`src/design/gfd_pkg.sv`:
```
package gfd_pkg;

    // Header byte that opens every frame, twice in a row
    localparam logic [7:0]  HdrByte = 8'hFF;
    // Bias added to rate and angle to form the checksum
    localparam logic [15:0] SumBias = 16'hFFFF;

    typedef enum logic [1:0] {
        STATUS_GOOD    = 2'd0,
        STATUS_SUM_ERR = 2'd1,
        STATUS_HDR_ERR = 2'd2
    } status_t;

    // Framing state: hunting, or the position of the next byte in the frame
    typedef enum logic [3:0] {
        ST_HUNT,
        ST_HDR0,
        ST_HDR1,
        ST_RATE_LO,
        ST_RATE_HI,
        ST_ANGLE_LO,
        ST_ANGLE_HI,
        ST_SUM_LO,
        ST_SUM_HI
    } frame_state_t;

    typedef struct packed {
        logic signed [15:0] turn_rate;
        logic signed [15:0] heading;
        status_t            frame_status;
    } result_t;

endpackage

```
`src/design/gfd_byte_if.sv`:
```
interface gfd_byte_if;
    logic       valid;
    logic       ready;
    logic [7:0] rx_byte;

    modport source (output valid, output rx_byte, input ready);
    modport sink   (input valid, input rx_byte, output ready);
endinterface

```
`src/design/gfd_result_if.sv`:
```
interface gfd_result_if;
    logic               valid;
    logic               ready;
    logic signed [15:0] turn_rate;
    logic signed [15:0] heading;
    logic        [1:0]  frame_status;

    modport source (output valid, output turn_rate, output heading, output frame_status,
                    input ready);
    modport sink   (input valid, input turn_rate, input heading, input frame_status,
                    output ready);
endinterface

```
`src/design/gfd_decode.sv`:
```
module gfd_decode (
    input  logic             clk,
    input  logic             rst_n,
    input  logic             step,
    input  logic [7:0]       rx_byte,
    output logic             emit,
    output gfd_pkg::result_t result
);

    gfd_pkg::frame_state_t state_reg;
    gfd_pkg::frame_state_t state_next;
    logic                  prev_ff_reg;
    logic                  prev_ff_next;
    logic [15:0]           rate_reg;
    logic [15:0]           angle_reg;
    logic [7:0]            sum_lo_reg;

    logic                  is_ff;
    logic [15:0]           sum_expect;
    logic [15:0]           sum_got;

    assign is_ff      = (rx_byte == gfd_pkg::HdrByte);
    assign sum_expect = gfd_pkg::SumBias + rate_reg + angle_reg;
    assign sum_got    = {rx_byte, sum_lo_reg};

    // Next framing state
    always_comb
    begin
        state_next   = state_reg;
        prev_ff_next = 1'b0;
        unique case (state_reg)
            gfd_pkg::ST_HUNT:
            begin
                prev_ff_next = is_ff && !prev_ff_reg;
                if (is_ff && prev_ff_reg)
                begin
                    state_next = gfd_pkg::ST_RATE_LO;
                end
            end
            gfd_pkg::ST_HDR0:     state_next = is_ff ? gfd_pkg::ST_HDR1 : gfd_pkg::ST_HUNT;
            gfd_pkg::ST_HDR1:     state_next = is_ff ? gfd_pkg::ST_RATE_LO : gfd_pkg::ST_HUNT;
            gfd_pkg::ST_RATE_LO:  state_next = gfd_pkg::ST_RATE_HI;
            gfd_pkg::ST_RATE_HI:  state_next = gfd_pkg::ST_ANGLE_LO;
            gfd_pkg::ST_ANGLE_LO: state_next = gfd_pkg::ST_ANGLE_HI;
            gfd_pkg::ST_ANGLE_HI: state_next = gfd_pkg::ST_SUM_LO;
            gfd_pkg::ST_SUM_LO:   state_next = gfd_pkg::ST_SUM_HI;
            gfd_pkg::ST_SUM_HI:   state_next = gfd_pkg::ST_HDR0;
            default:              state_next = gfd_pkg::ST_HUNT;
        endcase
    end

    // Result for the current byte: header error or finished frame
    always_comb
    begin
        emit                = 1'b0;
        result.turn_rate    = '0;
        result.heading      = '0;
        result.frame_status = gfd_pkg::STATUS_GOOD;
        unique case (state_reg)
            gfd_pkg::ST_HDR0, gfd_pkg::ST_HDR1:
            begin
                emit                = !is_ff;
                result.frame_status = gfd_pkg::STATUS_HDR_ERR;
            end
            gfd_pkg::ST_SUM_HI:
            begin
                emit                = 1'b1;
                result.turn_rate    = rate_reg;
                result.heading      = angle_reg;
                result.frame_status = (sum_expect == sum_got) ? gfd_pkg::STATUS_GOOD
                                                              : gfd_pkg::STATUS_SUM_ERR;
            end
            default:
            begin
                emit = 1'b0;
            end
        endcase
    end

    // Advance framing state
    always_ff @(posedge clk or negedge rst_n)
    begin
        if (!rst_n)
        begin
            state_reg   <= gfd_pkg::ST_HUNT;
            prev_ff_reg <= 1'b0;
            rate_reg    <= '0;
            angle_reg   <= '0;
            sum_lo_reg  <= '0;
        end
        else if (step)
        begin
            state_reg   <= state_next;
            prev_ff_reg <= prev_ff_next;
            unique case (state_reg)
                gfd_pkg::ST_RATE_LO:  rate_reg[7:0]   <= rx_byte;
                gfd_pkg::ST_RATE_HI:  rate_reg[15:8]  <= rx_byte;
                gfd_pkg::ST_ANGLE_LO: angle_reg[7:0]  <= rx_byte;
                gfd_pkg::ST_ANGLE_HI: angle_reg[15:8] <= rx_byte;
                gfd_pkg::ST_SUM_LO:   sum_lo_reg      <= rx_byte;
                default:
                begin
                    sum_lo_reg <= sum_lo_reg;
                end
            endcase
        end
    end

endmodule

```
`src/design/gyro_frame_deframer.sv`:
```
// Gyro frame deframer.
// rx (sink): one received serial byte per transfer, valid/ready handshake.
// frames (source): one transfer per finished frame or header error, carrying
// turn_rate, heading and frame_status (good, checksum error, header missing).
// Frames are FF FF, rate lo/hi, angle lo/hi, checksum lo/hi; the checksum is
// 0xFFFF + rate + angle, modulo 2^16. After a frame the next header must
// follow at once; a non-0xFF header byte gives a header-error result with
// zero words and drops back to hunting.
// The transfer of the byte that completes a result loads the input register;
// the decode of that byte then loads the result register, which drives
// frames. Throughput: one byte per cycle unless a stalled result holds it;
// the decode step is one register-to-register pass through the framing
// state and a 16-bit add of three terms and a compare.
// Reset: hunting for a header, both internal stages empty.
// Stalls: while frames.ready is low the held result stays; bytes that give no
// result keep flowing, and only a byte that would give a second result waits
// in the input register, which then holds rx.ready low.
module gyro_frame_deframer (
    input  logic          clk,
    input  logic          rst_n,
    gfd_byte_if.sink      rx,
    gfd_result_if.source  frames
);

    logic             s1_valid_reg;
    logic [7:0]       s1_byte_reg;
    logic             out_valid_reg;
    gfd_pkg::result_t out_data_reg;

    logic             emit;
    gfd_pkg::result_t result;
    logic             out_free;
    logic             s1_go;

    gfd_decode u_decode (
        .clk     (clk),
        .rst_n   (rst_n),
        .step    (s1_go),
        .rx_byte (s1_byte_reg),
        .emit    (emit),
        .result  (result)
    );

    assign out_free = !out_valid_reg || frames.ready;
    assign s1_go    = s1_valid_reg && (!emit || out_free);
    assign rx.ready = !s1_valid_reg || s1_go;

    // Input register: load on transfer, drop once decoded
    always_ff @(posedge clk or negedge rst_n)
    begin
        if (!rst_n)
        begin
            s1_valid_reg <= 1'b0;
        end
        else if (rx.valid && rx.ready)
        begin
            s1_valid_reg <= 1'b1;
        end
        else if (s1_go)
        begin
            s1_valid_reg <= 1'b0;
        end
    end

    always_ff @(posedge clk)
    begin
        if (rx.valid && rx.ready)
        begin
            s1_byte_reg <= rx.rx_byte;
        end
    end

    // Result register: hold until the receiver takes it
    always_ff @(posedge clk or negedge rst_n)
    begin
        if (!rst_n)
        begin
            out_valid_reg <= 1'b0;
        end
        else if (s1_go && emit)
        begin
            out_valid_reg <= 1'b1;
        end
        else if (frames.ready)
        begin
            out_valid_reg <= 1'b0;
        end
    end

    always_ff @(posedge clk)
    begin
        if (s1_go && emit)
        begin
            out_data_reg <= result;
        end
    end

    assign frames.valid        = out_valid_reg;
    assign frames.turn_rate    = out_data_reg.turn_rate;
    assign frames.heading      = out_data_reg.heading;
    assign frames.frame_status = out_data_reg.frame_status;

    // A header error never carries data words
    a_hdr_err_zero: assert property (@(posedge clk) disable iff (!rst_n)
        (out_valid_reg && out_data_reg.frame_status == gfd_pkg::STATUS_HDR_ERR)
        |-> (out_data_reg.turn_rate == 16'sd0 && out_data_reg.heading == 16'sd0))
        else $error("header error result carries nonzero words");

    // Status code three is never produced
    a_status_range: assert property (@(posedge clk) disable iff (!rst_n)
        out_valid_reg |-> (out_data_reg.frame_status == gfd_pkg::STATUS_GOOD ||
                           out_data_reg.frame_status == gfd_pkg::STATUS_SUM_ERR ||
                           out_data_reg.frame_status == gfd_pkg::STATUS_HDR_ERR))
        else $error("invalid frame status");

    // A byte that would overwrite a stalled result waits in the input register
    a_hold_on_stall: assert property (@(posedge clk) disable iff (!rst_n)
        (s1_valid_reg && emit && out_valid_reg && !frames.ready)
        |=> (s1_valid_reg && $stable(s1_byte_reg) && out_valid_reg))
        else $error("pending byte lost while result stalled");

    // No new byte is taken while the input register is blocked
    a_no_accept_blocked: assert property (@(posedge clk) disable iff (!rst_n)
        (s1_valid_reg && !s1_go) |-> !rx.ready)
        else $error("byte accepted into a blocked input register");

endmodule
```
`src/flat_wrapper.sv`:
```
// flat-port wrapper written by rule: the top's interface ports become plain ports
module gyro_frame_deframer_flat 
  (clk, rst_n, rx_valid, rx_rx_byte, rx_ready, frames_valid, frames_turn_rate, frames_heading, frames_frame_status, frames_ready);
  gfd_byte_if rx_i ();
  gfd_result_if frames_i ();
  input  logic clk;
  input  logic rst_n;
  input wire logic [$bits(rx_i.valid)-1:0] rx_valid;
  input wire logic [$bits(rx_i.rx_byte)-1:0] rx_rx_byte;
  output wire logic [$bits(rx_i.ready)-1:0] rx_ready;
  output wire logic [$bits(frames_i.valid)-1:0] frames_valid;
  output wire logic [$bits(frames_i.turn_rate)-1:0] frames_turn_rate;
  output wire logic [$bits(frames_i.heading)-1:0] frames_heading;
  output wire logic [$bits(frames_i.frame_status)-1:0] frames_frame_status;
  input wire logic [$bits(frames_i.ready)-1:0] frames_ready;
  assign rx_i.valid = rx_valid;
  assign rx_i.rx_byte = rx_rx_byte;
  assign rx_ready = rx_i.ready;
  assign frames_valid = frames_i.valid;
  assign frames_turn_rate = frames_i.turn_rate;
  assign frames_heading = frames_i.heading;
  assign frames_frame_status = frames_i.frame_status;
  assign frames_i.ready = frames_ready;
  gyro_frame_deframer u_core (.clk(clk), .rst_n(rst_n), .rx(rx_i), .frames(frames_i));
endmodule
```
`config.mk`:
```
export PLATFORM = sky130hd
export DESIGN_NAME = gyro_frame_deframer_flat
export DESIGN_NICKNAME = d
export VERILOG_FILES = /design/src/design/gfd_pkg.sv /design/src/design/gfd_byte_if.sv /design/src/design/gfd_result_if.sv /design/src/design/gfd_decode.sv /design/src/design/gyro_frame_deframer.sv /design/src/flat_wrapper.sv
export SDC_FILE = /design/constraint.sdc
export NUM_CORES = 1
export LEC_CHECK = 0
export BUFFER_PORTS_ARGS = -buffer_cell sky130_fd_sc_hd__buf_2
export CAP_MARGIN = 10
export CORE_UTILIZATION = 35
export DETAILED_ROUTE_END_ITERATION = 8
export SLEW_MARGIN = 0
export SYNTH_ARGS = -nofsm -noshare
export SYNTH_HDL_FRONTEND = slang
export SYNTH_HIERARCHICAL = 1
export SYNTH_SLANG_ARGS = --single-unit
```
`constraint.sdc`:
```
create_clock -name clk -period 8.67 [get_ports clk]
set_clock_uncertainty 0.15 [all_clocks]
set_input_delay 1.3005 -clock clk [delete_from_list [all_inputs] [get_ports clk]]
set_output_delay 1.3005 -clock clk [all_outputs]
set_load 0.1 [all_outputs]
```
==> run_results.csv, run 1 <==
group,metric,value,unit
routing,wl_met3,610,um
yosys,synthAdderAreaFrac,8.186,%
routing,drc,0,
floorplan,fp-row-count,41,
routing,detail_route.wl_per_cell,14.56,um
critical_path,cp_cell_sequence,"nor4b_1 -> inv_1 -> o41ai_1 -> nand4b_4 -> buf_2",
cts,clock-sinks,89,
global_routing,grt_pass1_vias,3043,
critical_path,arrival,3.09,ns
routing,first_pass_iters,5,
finish,final_core_util,41.73,%
global_routing,grt_pass1_wl,15.70,mm
placement,io_buffers,47,
routing,wirelength,9.668,mm
yosys,ys_types,57,
routing,dr_wl_met2,4.138,mm
floorplan,fp.dieArea,0.01383,mm2
yosys,syn_area,0.004677,mm2
routing,highest_layer,"met4",
yosys,synth_area_leader_cell,"edfxtp_1",
critical_path,required,7.22,ns
yosys,ys_warn_count,6,
placement,gp_congestion,0.9026,
routing,viasPerCell,4.809,
yosys,postSynthCellCount,443,
timing,rsz0062_at_grt,"false",
critical_path,max_stage_delay,0.71,ns
floorplan,pin_count,48,
floorplan,coreArea,0.01282,mm2
timing,hold_slack,0.3238,ns
yosys,synthTopCellsByArea,"edfxtp_1 27%, dfrtp_1 25%, ha_1 7.8%",
routing,drtIter0Drc,215,
routing,drtAntennaViolNets,0,
critical_path,path_class,"reg2out",
yosys,synthSimpleGateAreaFrac,12.68,%
timing,fin_ws,4.127,ns
cts,post_cts_resized,0,
finish,drive_above_1_share,19.92,%
yosys,synth_top_family_by_area,"simple AND/OR/NAND/NOR gates",
routing,met1_length,4.691,mm
timing,tns,0,ns
critical_path,cp_num_buf_inv,2,
min_path,hp-class,"reg2reg",
timing,hold_viol,0,
yosys,synth_commonest_cells,"63 x inv_1, 47 x dfrtp_1, 45 x nor2_1",
timing,finalMaxSlewViolations,0,
floorplan,die_x,117.6,um
yosys,yosys.area.top_type_share,26.97,%
timing,worst_pin_slew,1.075,ns
run,cap_violations,0,
timing,period_minus_slack,4.543,ns
global_routing,grt_overflow,0,
routing,vias,3193,
yosys,synth-edff-count,42,
yosys,muxShareOfSynthArea,4.735,%
yosys,synth-xor-area-share,4.842,%
critical_path,cp_max_fo,31,
cts,root_buffer,"clkbuf_16",
placement,dp_slack,4.499,ns
cts,insertion_delay,0.34,ns
critical_path,crit_family,"buffers and inverters",
critical_path,cp_slowest_cell,"nor4b_1",
floorplan,start_util,36.47,%
finish,areaGrowthSynthToFinish,14.42,%
yosys,yosys_register_bits,89,
global_routing,grt_usage,14.81,%
timing,post-route-period-util,52.40,%
yosys,synth.avg_cell_area,10.56,um2
run_status,status,"finished clean",
global_routing,grt_max_degree,48,
finish,diodes,0,
yosys,yosysSeqAreaShare,52.11,%
placement,dp_hpwl,7.237,mm
critical_path,startpoint_type,"flop",
cts,ctsHoldBuffers,0,
finish,n_fill_cell,1226,
cts,cts-htree-levels,3,
cts,cts_tree,"yes",
yosys,ys.flop_type,"dfrtp_1",
yosys,syn_nets,485,
timing,setup_viol,0,
finish,nNetsFinal,529,
timing,relSlewSlack,28.34,%
yosys,yosysMostFrequentCell,"inv_1",
cts,cts_inserted_buffers,9,
global_routing,antenna_found_initial,0,
cts,post-cts-setup-buffer-count,0,
floorplan,die_y,117.6,um
yosys,synth-async-reset-ratio,52.81,%
critical_path,cp-end-kind,"primary output",
yosys,synth_compound_area_share,10.57,%
cts,ctsLongestPathBuffers,2,
cts,clk_pin_slew,0.06,ns
timing,max_freq,220.1,MHz
[worst paths after layout]
| check | startpoint | end | slack (ns) | cells after the start |
|---|---|---|---|---|
| min reg2reg | u_core/u_decode/prev_ff_reg | u_core/u_decode/prev_ff_reg | 0.32 | 1 |
| max reg2reg | u_core/u_decode/state_reg[1] | u_core/u_decode/rate_reg[12] | 4.81 | 7 |
| min in group asynchronous | rst_n | u_core/u_decode/rate_reg[1] | 1.01 | 1 |
| min | u_core/u_decode/prev_ff_reg | u_core/u_decode/prev_ff_reg | 0.32 | 1 |
| max | u_core/u_decode/state_reg[1] | rx_ready | 4.13 | 5 |
| max in group asynchronous | rst_n | u_core/u_decode/angle_reg[11] | 6.70 | 1 |
[placed cells by master (no fill, tap or decap), drive strengths merged, types with 2 or more instances in the layout]
cell      synthesis  routed
edfxtp           42      42
nand4             6       6
and2              3       3
clkbuf           10      10
dfrtp            47      47
ha               29      29
nand3b            2       2
o21a              3       3
nand2b            3       3
a21oi            14      14
nor2             45      45
o21bai            2       2
nand3             7       7
o22ai             4       4
mux2i             3       3
nor4              4       4
xor2             12      12
inv              63      64
a31oi             3       3
o21ai            33      33
a21o              3       3
nand2            38      38
buf               7      50
nor3              5       5
mux2             17      17
a21boi            2       2
and3              4       4
xnor2            13      13
clkinvlp          0       4
[per-stage QoR]
| stage | std cells | cell area (um2) |
|---|---|---|
| after floorplan | 443 | 4677 |
| after global placement | 647 | 5071 |
| after detailed placement | 647 | 5071 |
| after CTS | 663 | 5344 |
| after global routing | 664 | 5351 |
| final | 664 | 5351 |
[cell families (layout without fill, tap and decap cells)]
| kind of cell | Yosys count | in the layout |
|---|---|---|
| buf+inv | 80 | 129 |
| xor+xnor | 25 | 25 |
| simple gates | 123 | 123 |
| flops | 89 | 89 |
| fa+ha+maj | 30 | 30 |
| compound gates | 76 | 76 |
| mux | 20 | 20 |
[cell type report]
class | instances | area [um2] | share of cell area [%]
timing repair buffer | 50 | 257.7 | 4.816
sequential | 89 | 2437 | 45.55
clock buffer | 10 | 229.0 | 4.279
multi-input combinational | 274 | 1932 | 36.10
tap | 172 | 215.2 | 4.022
clock inverter | 6 | 43.79 | 0.8183
inverter | 63 | 236.5 | 4.419
[routing by layer]
layer,vias up,GRT usage [%]
li1,1592,-
met1,1497,20.99
met2,88,21.19
met3,16,2.955
met4,0,7.933
met5,-,0
[worst reg2reg max path: stages (launching register included)]
cell and delay, ns:
dfrtp_1 0.48, nor4b_1 0.71, inv_1 0.66, o41ai_1 0.38, a21boi_1 0.29, nand3b_1 0.23, or3_1 0.44, mux2_2 0.40
Power of run 1 is not shown: default switching activity piles up to over one toggle a cycle in this logic, so the estimate is an artifact.
==> run 2: changes to the inputs <==
==> constraint.sdc (replaced) <==
create_clock -name clk -period 4.3 [get_ports clk]
set_clock_uncertainty 0.15 [all_clocks]
set_input_delay 0.645 -clock clk [delete_from_list [all_inputs] [get_ports clk]]
set_output_delay 0.645 -clock clk [all_outputs]
set_load 0.1 [all_outputs]
==> run 2 against run 1 <==
Net effect: sequential share of layout area fell by 0.38 points; wire length rose by 9.2%; setup slack got worse by 3.2 ns; critical endpoint unchanged; clock-buffer cell count did not move; final cell count rose by 0.15%; core utilization rose by 0.35 points.
==> run_results.csv, run 2 (synthesis gave the netlist of run 1 again) <==
group,metric,value,unit
timing,rsz0062_at_grt,"false",
critical_path,startpoint_type,"flop",
critical_path,cp_cell_sequence,"nor4b_1 -> inv_1 -> o41ai_1 -> nand4b_4 -> buf_2",
floorplan,coreArea,0.01282,mm2
cts,post-cts-setup-buffer-count,0,
run_status,status,"finished clean",
cts,insertion_delay,0.35,ns
timing,period_minus_slack,3.380,ns
finish,final_common_cell,"inv_1",
global_routing,grt_pass1_wl,16.84,mm
routing,drtIter0Drc,200,
cts,cts_inserted_buffers,9,
critical_path,crit_path_end,"rx_ready",
global_routing,grt_pass1_vias,3207,
critical_path,cp_slowest_cell,"nor4b_1",
routing,first_pass_iters,4,
critical_path,arrival,2.59,ns
timing,setup_viol,0,
cts,cts-htree-levels,3,
floorplan,fp.dieArea,0.01383,mm2
routing,drc,0,
critical_path,max_stage_delay,0.86,ns
cts,root_buffer,"clkbuf_16",
timing,max_freq,295.8,MHz
global_routing,grt_max_degree,48,
timing,post-route-period-util,78.61,%
critical_path,required,3.50,ns
placement,dp_hpwl,7.669,mm
floorplan,die_y,117.6,um
cts,clk_pin_slew,0.07,ns
finish,fin_cells,665,
cts,ctsLongestPathBuffers,2,
finish,areaGrowthSynthToFinish,15.38,%
critical_path,cp-end-kind,"primary output",
finish,final_cell_mix,"63 x inv_1, 47 x buf_2, 47 x dfrtp_1",
cts,cts_tree,"yes",
floorplan,pin_count,48,
timing,worst_pin_slew,1.046,ns
floorplan,start_util,36.47,%
critical_path,worst_r2r_startpoint,"u_core/u_decode/state_reg[1]",
run,cap_violations,0,
floorplan,die_x,117.6,um
placement,gp_congestion,0.9068,
timing,hold_viol,0,
timing,finalMaxSlewViolations,0,
global_routing,grt_usage,16.18,%
critical_path,r2r_setup_slack,0.94,ns
cts,ctsHoldBuffers,0,
placement,dp.cells,649,
global_routing,grt_overflow,0,
floorplan,fp-row-count,41,
critical_path,path_class,"reg2out",
timing,tns,0,ns
routing,viasPerCell,4.928,
routing,vias,3277,
routing,drtAntennaViolNets,0,
global_routing,antenna_found_initial,0,
finish,final_core_util,42.08,%
critical_path,cp_max_fo,10,
critical_path,r2r_end,"u_core/frames.turn_rate[15]",
critical_path,reg2regPathDepth,5,
min_path,hp-class,"in2reg",
finish,drive_above_1_share,19.68,%
timing,hold_slack,0.3120,ns
critical_path,cp-startpoint,"u_core/u_decode/state_reg[1]",
cts,clock-sinks,89,
timing,relSlewSlack,30.27,%
routing,detail_route.wl_per_cell,15.88,um
cts,post_cts_resized,0,
routing,wirelength,10.56,mm
placement,io_buffers,47,
finish,nNetsFinal,530,
finish,diodes,0,
## run 2: final cells by class
class,count,area [um2]
clock buffers,10,229.0
clock inverters,6,81.33
fillers,1257,7428
inverters,63,236.5
multi-input cells,274,1932
flip-flops and latches,89,2437
well taps,172,215.2
repair buffers,51,265.3
## run 2: worst max-delay path: cells and delay by family (launching register included)
family          cells  cell delay, ns
simple gates        2            1.03
flops               1            0.49
compound gates      1            0.21
buf+inv             2            0.50
## run 2: stage by stage
step | setup slack (ns) | instance area (um2)
global placement | 1.144 | 5086
detailed placement | 1.006 | 5086
CTS | 0.9711 | 5396
global route | 0.6948 | 5396
floorplan | 0.6720 | 4677
finish | 0.9199 | 5396
## run 2: worst min-delay path by stage
stage                                      from  slack [ns]                          end  cells after the start
finish                            rx_rx_byte[2]        0.31        u_core/s1_byte_reg[2]                      1
detailed placement  u_core/u_decode/prev_ff_reg        0.33  u_core/u_decode/prev_ff_reg                      1
floorplan                                 rst_n        0.20          u_core/frames.valid                      0
global placement    u_core/u_decode/prev_ff_reg        0.32  u_core/u_decode/prev_ff_reg                      1
CTS                               rx_rx_byte[0]        0.30        u_core/s1_byte_reg[0]                      1
global route                      rx_rx_byte[2]        0.30        u_core/s1_byte_reg[2]                      1
## run 2: metal layers
layer,share of wire [%],global-route usage (%),up-vias
met5,0,0,-
met4,2.7,8.814,0
met3,4.0,2.713,16
met2,43,23.59,81
met1,50,22.83,1586
li1,-,-,1594
Power of run 2 is left out for the same reason.
==> run 3: changes to the inputs <==
==> constraint.sdc (replaced) <==
create_clock -name clk -period 3.4 [get_ports clk]
set_clock_uncertainty 0.15 [all_clocks]
set_input_delay 0.51 -clock clk [delete_from_list [all_inputs] [get_ports clk]]
set_output_delay 0.51 -clock clk [all_outputs]
set_load 0.1 [all_outputs]
==> run 3 against run 2 <==
Net effect: core utilization increased by 0.82 points; via count decreased by 1.3%; hold slack got worse by 0.32 ns; setup slack got worse by 0.60 ns; cell area increased by 1.9%; final cell count increased by 1.7%; wire length decreased by 7.1%; register-to-register slack got worse by 0.62 ns; the run now ends with negative hold slack left; die area unchanged; first-iteration DRC count increased by 16%.
==> run_results.csv, run 3 (synthesis gave the netlist of run 1 again) <==
group,metric,value,unit
routing,viasPerCell,4.787,
timing,relSlewSlack,63.08,%
finish,nNetsFinal,541,
placement,dp_hpwl,7.246,mm
floorplan,start_util,36.47,%
timing,post-route-period-util,90.59,%
global_routing,grt_pass1_wl,15.84,mm
critical_path,cp-end-kind,"flop",
timing,finalMaxSlewViolations,0,
routing,vias,3236,
timing,rsz0062_at_grt,"false",
floorplan,fp.dieArea,0.01383,mm2
floorplan,die_y,117.6,um
cts,post-cts-setup-buffer-count,0,
timing,period_minus_slack,3.080,ns
cts,clk_pin_slew,0.06,ns
run_status,status,"finished with violations",
global_routing,antenna_found_initial,0,
critical_path,cp_max_fo,3,
critical_path,r2r_end,"u_core/frames.frame_status[0]",
timing,hold_viol,3,
critical_path,reg2regPathDepth,12,
cts,ctsHoldBuffers,0,
critical_path,cp-startpoint,"u_core/u_decode/angle_reg[1]",
floorplan,pin_count,48,
critical_path,r2r_setup_slack,0.32,ns
critical_path,startpoint_type,"flop",
critical_path,path_class,"reg2reg",
finish,final_common_cell,"inv_1",
cts,cts_tree,"yes",
placement,io_buffers,47,
cts,ctsLongestPathBuffers,2,
cts,insertion_delay,0.35,ns
cts,clock-sinks,89,
timing,worst_pin_slew,0.5537,ns
routing,drtAntennaViolNets,0,
finish,n_fill_cell,1233,
routing,first_pass_iters,4,
run_status,violations,"negative hold slack",
critical_path,cp_slowest_cell,"fa_1",
critical_path,cp_cell_sequence,"inv_1 -> ha_1 -> inv_1 -> ha_1 -> fa_1 -> a21oi_1 -> o21bai_1 -> xnor2_1 -> nand2_1 -> a311oi_1 -> o2111ai_1 -> o31a_1",
timing,tns,0,ns
cts,cts_inserted_buffers,9,
cts,root_buffer,"clkbuf_16",
critical_path,max_stage_delay,0.40,ns
critical_path,arrival,3.03,ns
placement,gp_congestion,0.9134,
global_routing,grt_usage,15.10,%
timing,setup_viol,0,
routing,wirelength,9.815,mm
finish,drive_above_1_share,21.63,%
timing,max_freq,324.7,MHz
critical_path,required,3.35,ns
global_routing,grt_max_degree,48,
timing,hold_slack,-0.003307,ns
finish,areaGrowthSynthToFinish,17.63,%
critical_path,crit_path_end,"u_core/frames.frame_status[0]",
run,cap_violations,0,
routing,drtIter0Drc,231,
finish,final_cell_mix,"63 x inv_1, 47 x buf_2, 47 x dfrtp_1",
routing,drc,0,
critical_path,worst_r2r_startpoint,"u_core/u_decode/angle_reg[1]",
floorplan,coreArea,0.01282,mm2
min_path,hp-class,"in2async",
floorplan,die_x,117.6,um
global_routing,grt_pass1_vias,3058,
cts,cts-htree-levels,3,
routing,detail_route.wl_per_cell,14.52,um
finish,final_core_util,42.90,%
cts,post_cts_resized,0,
floorplan,fp-row-count,41,
global_routing,grt_overflow,0,
finish,diodes,0,
==> run 3: cell count changes in the layout (fill, tap and decap cells not counted), sizes merged <==
cell | previous run | this run
clkinv | 3 | 2
clkbuf | 10 | 11
buf | 51 | 62
==> run 3: worst max-delay path: cells and delay by family (launching register included) <==
family	cells	cell delay [ns]
compound gates	5	1.12
fa+ha+maj	3	0.88
flops	1	0.33
xor+xnor	1	0.17
buf+inv	2	0.11
simple gates	1	0.09
==> run 3: area by class of cell <==
class,count,area [um2],area share (%)
inverter,63,236.5,4.298
tap,172,215.2,3.912
multi-input combinational,274,1932,35.11
timing repair buffer,62,360.3,6.550
sequential,89,2437,44.30
clock buffer,11,242.7,4.412
clock inverter,5,77.57,1.410
==> run 3: routing by layer <==
| layer | track usage (%) | vias up | part of all wire (%) |
|---|---|---|---|
| met1 | 20.22 | 1520 | 47 |
| met3 | 3.246 | 15 | 5.4 |
| li1 | - | 1616 | - |
| met4 | 6.651 | 0 | 2.0 |
| met5 | 0 | - | 0 |
| met2 | 23.48 | 85 | 45 |
==> run 3: how the worst min path moves through the flow <==
stage | start | end | slack [ns] | cells past startpoint
final | rst_n | u_core/u_decode/angle_reg[13] | -0.003 | 1
after global placement | u_core/u_decode/prev_ff_reg | u_core/u_decode/prev_ff_reg | 0.31 | 1
after global routing | rst_n | u_core/u_decode/angle_reg[13] | 0.05 | 1
after detailed placement | u_core/u_decode/prev_ff_reg | u_core/u_decode/prev_ff_reg | 0.32 | 1
after CTS | rx_rx_byte[3] | u_core/s1_byte_reg[3] | 0.17 | 1
after floorplan | rst_n | u_core/frames.valid | 0.06 | 0
==> run 3: through the flow <==
stage | cell area [um2] | worst slack [ns] | hold slack (ns) | instances
3_5_place_dp | 5161 | 0.3274 | 0.3162 | 659
6_report | 5502 | 0.3199 | -0.003307 | 676
4_1_cts | 5482 | 0.3157 | 0.1674 | 675
3_3_place_gp | 5161 | 0.3521 | 0.3141 | 659
2_1_floorplan | 4679 | 0.3117 | 0.06441 | 443
5_1_grt | 5502 | 0.1250 | 0.05000 | 676
Power of run 3 is left out for the same reason.
